[src/rtl/quoted_string_unescaper_assert.svh]
// Assertion macros for the quoted string unescaper.
// Included by the RTL modules that carry concurrent checks; no other dependencies.
`ifndef QUOTED_STRING_UNESCAPER_ASSERT_SVH
`define QUOTED_STRING_UNESCAPER_ASSERT_SVH
`ifndef SYNTH
// Same-cycle implication.
`define QSU_ASSERT_NOW(label, clk, rst, ante, cons) \
   label: assert property (@(posedge clk) disable iff (rst) (ante) |-> (cons)) \
      else $error("qsu assertion failed");
// Next-cycle implication.
`define QSU_ASSERT_NEXT(label, clk, rst, ante, cons) \
   label: assert property (@(posedge clk) disable iff (rst) (ante) |=> (cons)) \
      else $error("qsu assertion failed");
`else
`define QSU_ASSERT_NOW(label, clk, rst, ante, cons)
`define QSU_ASSERT_NEXT(label, clk, rst, ante, cons)
`endif
`endif

[src/rtl/qsu_pkg.sv]
// Shared types and constants for the quoted string unescaper.
// No dependencies; imported by every RTL module of the block.
package qsu_pkg;

   localparam int CODE_W = 16;
   localparam int VAL_W  = 9;
   localparam int MAX_RESULTS = 3;

   typedef enum logic [1:0] {
      PH_SEEK = 2'd0,
      PH_STR  = 2'd1,
      PH_ESC  = 2'd2
   } phase_type;

   localparam logic [CODE_W-1:0] CH_QUOTE  = 16'h0022;
   localparam logic [CODE_W-1:0] CH_BSLASH = 16'h005C;
   localparam logic [CODE_W-1:0] CH_0      = 16'h0030;
   localparam logic [CODE_W-1:0] CH_7      = 16'h0037;
   localparam logic [CODE_W-1:0] CH_9      = 16'h0039;
   localparam logic [CODE_W-1:0] CH_UA     = 16'h0041;
   localparam logic [CODE_W-1:0] CH_UF     = 16'h0046;
   localparam logic [CODE_W-1:0] CH_LA     = 16'h0061;
   localparam logic [CODE_W-1:0] CH_LF     = 16'h0066;

   localparam logic [2:0] HEX_LIMIT = 3'd2;
   localparam logic [2:0] OCT_LIMIT = 3'd3;

   typedef struct packed {
      logic [CODE_W-1:0] char_code;
      logic              line_end;
   } req_type;

   typedef struct packed {
      logic [CODE_W-1:0] out_code;
      logic              has_char;
      logic              string_end;
      logic              string_found;
   } rsp_type;

   // Up to three results raised by one request, plus how many are live.
   typedef struct packed {
      rsp_type [MAX_RESULTS-1:0] item;
      logic [1:0]                count;
   } bundle_type;

endpackage

[src/rtl/qsu_decoder.sv]
// Per-character parser and escape decoder with its state registers.
// Depends on qsu_pkg.
module qsu_decoder
   import qsu_pkg::*;
(
   input  logic       clock,
   input  logic       reset,
   input  logic       accept,
   input  logic       octal_mode,
   input  req_type    req,
   output bundle_type bundle
);

   phase_type         phase_ff, phase_in, phase_mid;
   logic [1:0]        cnt_ff, cnt_in, cnt_mid;
   logic [VAL_W-1:0]  val_ff, val_in, val_mid;

   logic              is_dig;
   logic [3:0]        dval;
   logic [12:0]       esc_sum;
   logic [2:0]        cnt_next;
   logic [2:0]        limit;
   logic              in_esc;
   logic              esc_break;
   logic              esc_full;
   logic              do_str;
   logic              is_quote;
   logic              is_bslash;

   function automatic rsp_type mk_char(input logic [CODE_W-1:0] code);
      rsp_type r;
      r.out_code     = code;
      r.has_char     = 1'b1;
      r.string_end   = 1'b0;
      r.string_found = 1'b0;
      return r;
   endfunction

   function automatic rsp_type mk_end(input logic found);
      rsp_type r;
      r.out_code     = '0;
      r.has_char     = 1'b0;
      r.string_end   = 1'b1;
      r.string_found = found;
      return r;
   endfunction

   // digit classification under the mode in force
   always_comb begin
      is_dig = 1'b0;
      dval   = '0;
      if (req.char_code inside {[CH_0:CH_7]}) begin
         is_dig = 1'b1;
         dval   = 4'(req.char_code - CH_0);
      end else if (!octal_mode) begin
         if (req.char_code inside {[CH_0:CH_9]}) begin
            is_dig = 1'b1;
            dval   = 4'(req.char_code - CH_0);
         end else if (req.char_code inside {[CH_UA:CH_UF]}) begin
            is_dig = 1'b1;
            dval   = 4'(req.char_code - CH_UA + 16'd10);
         end else if (req.char_code inside {[CH_LA:CH_LF]}) begin
            is_dig = 1'b1;
            dval   = 4'(req.char_code - CH_LA + 16'd10);
         end
      end
   end

   assign is_quote  = (req.char_code == CH_QUOTE);
   assign is_bslash = (req.char_code == CH_BSLASH);
   assign esc_sum   = (octal_mode ? {1'b0, val_ff, 3'b000} : {val_ff, 4'b0000})
                      + 13'(dval);
   assign cnt_next  = {1'b0, cnt_ff} + 3'd1;
   assign limit     = octal_mode ? OCT_LIMIT : HEX_LIMIT;
   assign in_esc    = (phase_ff == PH_ESC);
   assign esc_break = in_esc && !is_dig;
   assign esc_full  = in_esc && is_dig && (cnt_ff != 2'd0) && (cnt_next >= limit);
   assign do_str    = (phase_ff == PH_STR) || esc_break;

   // next state
   always_comb begin
      phase_mid = phase_ff;
      cnt_mid   = cnt_ff;
      val_mid   = val_ff;
      case (phase_ff)
         PH_STR: begin
         end
         PH_ESC: begin
            if (!is_dig) begin
               phase_mid = PH_STR;
            end else if (cnt_ff == 2'd0) begin
               val_mid = VAL_W'(dval);
               cnt_mid = 2'd1;
            end else if (esc_full) begin
               phase_mid = PH_STR;
               cnt_mid   = 2'd0;
            end else begin
               val_mid = esc_sum[VAL_W-1:0];
               cnt_mid = cnt_next[1:0];
            end
         end
         default: begin
            phase_mid = is_quote ? PH_STR : PH_SEEK;
         end
      endcase
      if (do_str) begin
         if (is_quote) begin
            phase_mid = PH_SEEK;
         end else if (is_bslash) begin
            phase_mid = PH_ESC;
            cnt_mid   = 2'd0;
            val_mid   = '0;
         end
      end
      if (req.line_end) begin
         phase_in = PH_SEEK;
         cnt_in   = 2'd0;
         val_in   = '0;
      end else begin
         phase_in = phase_mid;
         cnt_in   = cnt_mid;
         val_in   = val_mid;
      end
   end

   // results
   always_comb begin
      logic [1:0] n;
      n = 2'd0;
      bundle = '0;
      if (esc_break) begin
         bundle.item[n] = mk_char((cnt_ff == 2'd0) ? CH_BSLASH : CODE_W'(val_ff));
         n = n + 2'd1;
      end
      if (esc_full) begin
         bundle.item[n] = mk_char(CODE_W'(esc_sum));
         n = n + 2'd1;
      end
      if (do_str) begin
         if (is_quote) begin
            bundle.item[n] = mk_end(1'b1);
            n = n + 2'd1;
         end else if (!is_bslash) begin
            bundle.item[n] = mk_char(req.char_code);
            n = n + 2'd1;
         end
      end
      if (req.line_end) begin
         if (phase_mid == PH_ESC && cnt_mid != 2'd0) begin
            bundle.item[n] = mk_char(CODE_W'(val_mid));
            n = n + 2'd1;
         end
         bundle.item[n] = mk_end(phase_mid == PH_STR || phase_mid == PH_ESC);
         n = n + 2'd1;
      end
      bundle.count = n;
   end

   always_ff @(posedge clock) begin
      if (reset) begin
         phase_ff <= PH_SEEK;
         cnt_ff   <= 2'd0;
         val_ff   <= '0;
      end else if (accept) begin
         phase_ff <= phase_in;
         cnt_ff   <= cnt_in;
         val_ff   <= val_in;
      end
   end

endmodule

[src/rtl/qsu_result_buf.sv]
// Result register: holds the results of one request and drains one a cycle while rsp_ready is high.
// Depends on qsu_pkg and quoted_string_unescaper_assert.svh.
`include "quoted_string_unescaper_assert.svh"
module qsu_result_buf
   import qsu_pkg::*;
(
   input  logic       clock,
   input  logic       reset,
   input  logic       push,
   input  bundle_type bundle,
   output logic       can_take,
   output logic       rsp_valid,
   input  logic       rsp_ready,
   output rsp_type    rsp_data
);

   rsp_type [MAX_RESULTS-1:0] items_ff;
   logic                      valid_ff;
   logic [1:0]                idx_ff;
   logic [1:0]                last_ff;
   logic                      take;
   logic                      drain_last;

   assign take       = valid_ff && rsp_ready;
   assign drain_last = take && (idx_ff == last_ff);
   assign can_take   = !valid_ff || drain_last;
   assign rsp_valid  = valid_ff;
   assign rsp_data   = items_ff[idx_ff];

   always_ff @(posedge clock) begin
      if (reset) begin
         valid_ff <= 1'b0;
         idx_ff   <= 2'd0;
         last_ff  <= 2'd0;
      end else if (push) begin
         valid_ff <= 1'b1;
         idx_ff   <= 2'd0;
         last_ff  <= bundle.count - 2'd1;
      end else if (drain_last) begin
         valid_ff <= 1'b0;
      end else if (take) begin
         idx_ff <= idx_ff + 2'd1;
      end
   end

   always_ff @(posedge clock) begin
      if (push) begin
         items_ff <= bundle.item;
      end
   end

   `QSU_ASSERT_NOW(a_idx_in_range, clock, reset, valid_ff, idx_ff <= last_ff && last_ff != 2'd3)
   `QSU_ASSERT_NOW(a_push_when_free, clock, reset, push, can_take && bundle.count != 2'd0)
   `QSU_ASSERT_NEXT(a_push_loads, clock, reset, push, valid_ff && idx_ff == 2'd0)
   `QSU_ASSERT_NEXT(a_step, clock, reset, take && !drain_last && !push, valid_ff && idx_ff == $past(idx_ff) + 2'd1)

endmodule

[src/rtl/quoted_string_unescaper.sv]
// Quoted string unescaper, top level: handshakes, mode register, decoder and result register.
// Depends on qsu_pkg, qsu_decoder and qsu_result_buf.
//
// Takes one 16-bit character per request and pulls the double-quoted strings out of a
// modem response line, decoding backslash escapes (two hex digits, or three octal digits
// when octal mode is set) and closing each string with an end marker result. A request
// is decoded in the cycle it is accepted and its results (none to three) land in a
// three-entry result register that drains one result per cycle while rsp_ready is high.
// Requests that raise at most one result then flow back to back; one that raises more
// holds off the next request until its results drain, the drain of the result register
// being the limit. req_ready stays high while the last held result is taken, so the
// next request enters in that same cycle. There is no start-up or clearing delay.
module quoted_string_unescaper
   import qsu_pkg::*;
(
   input  logic    clock,
   input  logic    reset,
   // request channel
   input  logic    req_valid,
   output logic    req_ready,
   input  req_type req_data,
   // result channel
   output logic    rsp_valid,
   input  logic    rsp_ready,
   output rsp_type rsp_data,
   // mode register, write only
   input  logic    csr_write_en,
   input  logic    csr_write_data
);

   logic       octal_ff;
   logic       octal_in;
   logic       accept;
   logic       can_take;
   bundle_type bundle;

   // mode register: the user must write it only while the block is idle; the block does not enforce this
   assign octal_in = csr_write_en ? csr_write_data : octal_ff;

   always_ff @(posedge clock) begin
      if (reset) begin
         octal_ff <= 1'b0;
      end else begin
         octal_ff <= octal_in;
      end
   end

   // a request enters whenever the result register is free or emptying this cycle
   assign req_ready = can_take;
   assign accept    = req_valid && req_ready;

   qsu_decoder u_decoder (
      .clock      (clock),
      .reset      (reset),
      .accept     (accept),
      .octal_mode (octal_ff),
      .req        (req_data),
      .bundle     (bundle)
   );

   // requests that raise no result leave the result register alone
   qsu_result_buf u_result_buf (
      .clock     (clock),
      .reset     (reset),
      .push      (accept && bundle.count != 2'd0),
      .bundle    (bundle),
      .can_take  (can_take),
      .rsp_valid (rsp_valid),
      .rsp_ready (rsp_ready),
      .rsp_data  (rsp_data)
   );

endmodule
[config.mk]
export PLATFORM = sky130hd
export DESIGN_NAME = quoted_string_unescaper
export DESIGN_NICKNAME = d
export VERILOG_FILES = /design/src/rtl/qsu_pkg.sv /design/src/rtl/qsu_decoder.sv /design/src/rtl/qsu_result_buf.sv /design/src/rtl/quoted_string_unescaper.sv
export VERILOG_INCLUDE_DIRS = /design/src /design/src/rtl
export SDC_FILE = /design/constraint.sdc
export NUM_CORES = 1
export LEC_CHECK = 0
export BUFFER_PORTS_ARGS = -buffer_cell sky130_fd_sc_hd__buf_4
export CORE_UTILIZATION = 44
export CTS_BUF_LIST = sky130_fd_sc_hd__clkbuf_16
export CTS_CLUSTER_SIZE = 12
export DETAILED_ROUTE_END_ITERATION = 8
export HOLD_SLACK_MARGIN = 0.15
export PLACE_DENSITY = 0.6
export SLEW_MARGIN = 10
export SYNTH_ARGS = -nofsm -noshare
export SYNTH_HDL_FRONTEND = slang
export SYNTH_SLANG_ARGS = --single-unit
[constraint.sdc]
create_clock -name clock -period 14.23 [get_ports clock]
set_input_delay 1.423 -clock clock [delete_from_list [all_inputs] [get_ports clock]]
set_output_delay 1.423 -clock clock [all_outputs]
set_load 0.1 [all_outputs]
Word level (Yosys, flattened, before mapping):

Cells that the tools add are included.
W data, S select, Z words.

* word-level logic and storage cells: 159
* register bits: 76
* bits of input ports: 23
* output and inout bits: 21

* bitwise operators: 4
* eq/ne operators: 7
* $add $sub $neg: 13
* multiplexer cells: 70
* order comparisons: 17
* reductions and logical operators: 29

Operator list (count)
* $mux W57: 7
* $bwmux W57: 4
* $demux W19 S2: 4
* $mux W19: 6
* $mux W9: 9
* $and A51 B51 Y51: 1
* $not A51 Y51: 1
* $mux W2: 22
* $bmux W19 S2: 1
* $ge A16 B7 Y1 const B: 2
* $le A16 B6 Y1 const B: 2
* $le A16 B7 Y1 const B: 2
* $mux W4: 5
* $logic_and A1 B1 Y1: 17
* $eq A16 B6 Y1 const B: 1
* $eq A16 B7 Y1 const B: 1
* $ge A16 B6 Y1 const B: 1
* $add A13 B4 Y13: 1
* $mux W13: 1
* $lt A2 B3 Y1 const B: 4
* $sub A4 B1 Y4 const B: 3
* $mux W1: 10
* $add A2 B1 Y2 const B: 4
* $add A4 B4 Y4 const B: 2
* other kinds (19): 29

Logic depth before layout (Yosys ltp):

* depth after elaboration: 27
* mapped depth: 24
* depth with buffers taken out: 21

Hierarchy:

Synthesis repeated with hierarchy kept, for this count alone.

* cell total of the unflattened synthesis: 588
* area total of the unflattened synthesis: 5486.5 sq um

Modules (own cells, without submodules)
* qsu_decoder: area an instance 3039.2 sq um, instances 1, cells each 432
* qsu_result_buf: area an instance 2397.3 sq um, instances 1, cells each 151
* quoted_string_unescaper: area an instance 50.0 sq um, instances 1, cells each 5

Worst setup path after synthesis:

OpenSTA, ideal clock, no wires.

* path type: input -> register
* from: input port req_data[3] (netlist name)
* to: register u_result_buf.last_ff[0]
* path slack: 5733 ps
* setup time: 116 ps
* stages on the path: 22
* arrival: 8381 ps
* cell sequence: clkbuf_1 > a21bo_2 > nor2_1 > or4_1 > a2111oi_2 > buf_4 > ha_1 > clkbuf_1 > nand2b_1 > o311a_1 > and2_0 > buf_6 > inv_1 > ha_1 > nor2_1 > a21oi_1 > ha_1 > mux2i_1 > ha_1 > nor2_1 > inv_1 > o21a_1

* word-level cells in the longest chain between the ends: 25

RTL lines
* start, declared: line quoted_string_unescaper.sv:21 `input req_type req_data,`
* branches (longest 22 deep; another with $ge A16 B7 Y1)
* $mux W2 (*): line qsu_decoder.sv:148 `if (req.line_end) begin`
* $reduce_bool A2 Y1 (*): line quoted_string_unescaper.sv:65 `.push (accept && bundle.count != 2'd0),`
* $logic_and A1 B1 Y1 (*): line quoted_string_unescaper.sv:65
* named net u_result_buf.push: line qsu_result_buf.sv:9 `input logic push,`
* end signal, assigned: line qsu_result_buf.sv:38 `last_ff <= bundle.count - 2'd1;`
* end, declared: line qsu_result_buf.sv:20 `logic [1:0] last_ff;`

Mark *: on every way through the listed nets, which the timed path passes. The select of a mux whose other input is x is not followed.
A chain may end at the register's enable or synchronous reset.

Final worst setup path:

* from: input port req_data[13] (netlist name)
* to: register u_result_buf.last_ff[0]

Same word-level chain as after synthesis.

==> impl_metrics.csv <==
group,metric,value,unit
status,status,"completed",
timing,slew_violations,0,
drt,avgRoutedWirePerCell,20.55,um
layout,fillers,1168,
layout,final_cell_mix,"edfxtp_1, nand2_1, buf_4",
drt,drt_first_pass_iters,7,
clocking,cts_hold_buffers,0,
synth,synth_warnings,0,
timing,slew_headroom,40.64,%
drt,route.detailed.drc,0,
timing,hold_violations,0,
layout,final_layout_size_suffix_gt1_share,18.34,%
setup_path,path_class,"input port to flip-flop",
synth,synth_seq_cells,76,
synth,synth-edff-count,57,
timing,worst_pin_slew,0.8904,ns
global_route,grt.total_usage,25.82,%
timing,fmax,145.2,MHz
layout,area_growth,12.66,%
floorplanning,die_w,115.8,um
synth,yosysTopAreaCell,"edfxtp_1",
floorplanning,rows,41,
timing,finalSetupViolations,0,
clocking,clkSinkCount,76,
global_route,grt_pass1_wl,25.65,mm
floorplanning,initial_utilization,45.19,%
timing,post-route-min-period,6.885,ns
setup_path,endpoint_kind,"flip-flop",
timing,grt_setup_unrepaired,"false",
setup_path,arrival,7.13,ns
placed_design,io_buffers,43,
floorplanning,dieArea,13420,um2
global_route,grt_pass1_vias,4558,
clocking,clk_latency,0.35,ns
synth,synth_area_leaders,"edfxtp_1, dfxtp_1, mux2i_1",
setup_path,path_common_cell,"ha_1",
placed_design,place.gp.congestion,0.9282,
clocking,cts-buffers-inserted,9,
synth,syn_area_per_cell,9.303,um2
setup_path,critPathLaunchType,"input port",
clocking,cts_tree,"built",
synth,synth_cell_type_count,82,
drt,first_iter_violations,363,
setup_path,critPathMaxFanout,63,
timing,period_share,48.38,%
clocking,cts_resized,0,
pwr,p_leak,2.123,nW
worst_hold_path,hold_path.class,"flip-flop to flip-flop",
timing,tns,0,ns
global_route,antenna_found_initial,0,
clocking,cts_root_buf,"clkbuf_16",
global_route,grt_max_degree,64,
placed_design,dp_hpwl,12.31,mm
synth,synth_area,5703,um2
setup_path,critPathMaxStageDelay,0.69,ns
synth,post-synth-top-area-fraction,30.01,%
setup_path,path_cells,"buf_4 > nor3_2 > o211ai_1 > o32ai_2 > a21oi_1 > ha_1 > nand2b_1 > nor2_1 > mux2i_1 > and2_0 > inv_1 > ha_1 > nor2_1 > a21oi_1 > ha_1 > mux2i_1 > ha_1 > nor2_4 > buf_4 > inv_1 > o21a_1",
synth,synthCells,613,
synth,yosysSeqAreaShare,36.68,%
layout,final_core_util,50.91,%
floorplanning,ios,44,
layout,nets,677,
synth,synth_async_sr_flop_share,0,%
floorplanning,coreArea,12620,um2
clocking,clock_path_buffers,2,
layout,diodes,0,
floorplanning,die_y,115.8,um
clocking,clk_pin_slew_worst_paths,0.06,ns
clocking,cts_setup_buffers,0,
drt,vias,5030,
layout,mostFrequentLayoutCell,"edfxtp_1",
global_route,grt-ovfl-total,0,
timing,clock_skew,0.004863,ns
run,drv_cap,0,
drt,viasPerCell,6.210,
synth,synthesis.nets,657,
clocking,htree_levels,3,
pwr,power.density,86.35,nW/um2
drt,ant_nets,0,
drt,routed_wl,16.64,mm
pwr,irDropWorstVdd,44.91,uV
setup_path,slowest_stage,"o32ai_2",
setup_path,crit_required,14.47,ns
synth,ys.flop_type,"edfxtp_1",
## path summary, 6_finish.rpt
kind                      startpoint                      end  slack (ns)  depth (start not counted)
min reg2reg  u_result_buf.last_ff[1]  u_result_buf.last_ff[1]        0.53                          2
max                     req_data[13]  u_result_buf.last_ff[0]        7.35                         21
min          u_result_buf.last_ff[1]  u_result_buf.last_ff[1]        0.53                          2
max reg2reg                 octal_ff  u_result_buf.last_ff[0]        8.24                         20
## area by class of cell
type | instances | area (um2) | share of cell area [%]
Inverter | 24 | 90.09 | 1.402
Sequential cell | 76 | 2092 | 32.56
Multi-Input combinational cell | 471 | 3327 | 51.78
Clock buffer | 9 | 225.2 | 3.505
Timing Repair Buffer | 51 | 382.9 | 5.959
Clock inverter | 7 | 92.59 | 1.441
Tap cell | 172 | 215.2 | 3.350
## cell families after synthesis
group,after synthesis,share of synthesized area [%]
xor gates and xnor gates,10,1.536
and+or+nand+nor,218,20.45
adders and majority gates,21,4.607
DFF,76,36.68
buffers and inverters,66,5.156
AOI/OAI and AO/OA,183,24.55
muxes,39,7.021
## layer usage
layer  vias up  GRT usage (%)  part of all wire, %
met5         -              0                    0
met4         0          8.034                  1.7
met3        21          4.603                  5.9
met2       186          42.74                   47
met1      2442          34.23                   45
li1       2381              -                    -
## critical path: cells and delay by family
kind	cells	cell delay (ns)
AND/OR/NAND/NOR	6	1.50
AO/OA/AOI/OAI	5	1.50
adder cells (fa/ha/maj)	4	1.42
buffers and inverters	4	0.98
multiplexers	2	0.28
## state kept, by name (all words and copies together), names as in the netlist
register                cells
u_decoder.val_ff            9
u_result_buf.items_ff      57
u_result_buf.rsp_valid      1
u_result_buf.last_ff        2
u_decoder.phase_ff          2
u_result_buf.idx_ff         2
octal_ff                    1
u_decoder.cnt_ff            2
## where the power goes
part           total [mW]  leakage, nW  internal, mW  switching [mW]
combinational      0.0625         1.27        0.0162          0.0463
clock               0.244        0.153         0.153          0.0915
sequential          0.248        0.704         0.245         0.00344
total               0.555         2.12         0.413           0.141
## synth_stat cells, types with 3 or more instances
cell type and count:
mux2i_1 31, o221a_2 3, and3_1 9, mux2_2 8, and2_1 5, o21ai_1 3, buf_6 3, nand3_1 24
nor3b_2 3, or2_2 3, edfxtp_1 57, clkbuf_1 22, o31ai_1 5, a31oi_1 5, nand2b_1 5, nor4_1 3
ha_1 21, buf_2 7, nor3b_1 15, o22ai_1 7, a32oi_1 6, inv_1 23, o21a_1 3, dfxtp_1 19
xnor2_1 8, o211ai_1 8, nor2_1 47, a21oi_2 11, o21ai_0 30, a21oi_1 28, a22oi_1 5, a22o_1 5
buf_4 4, buf_1 6, nor3_1 11, nand4_1 17, a21o_1 12, a211oi_1 12, nand2_1 54, nor2b_1 4
o2bb2ai_1 10
## metrics by stage
stage	worst slack (ns)	cell area (um2)	instances	hold slack, ns	power (mW)
CTS	7.368	6425	810	0.5218	0.5594
floorplan	5.733	5703	613	0.4791	0.2963
finish	7.345	6425	810	0.5294	0.5548
detailed placement	7.015	6107	794	0.5128	0.3152
global placement	7.162	6107	794	0.4996	0.3145
global route	6.883	6425	810	0.5436	0.5709
No activity file was read; power rests on OpenSTA's default activity.
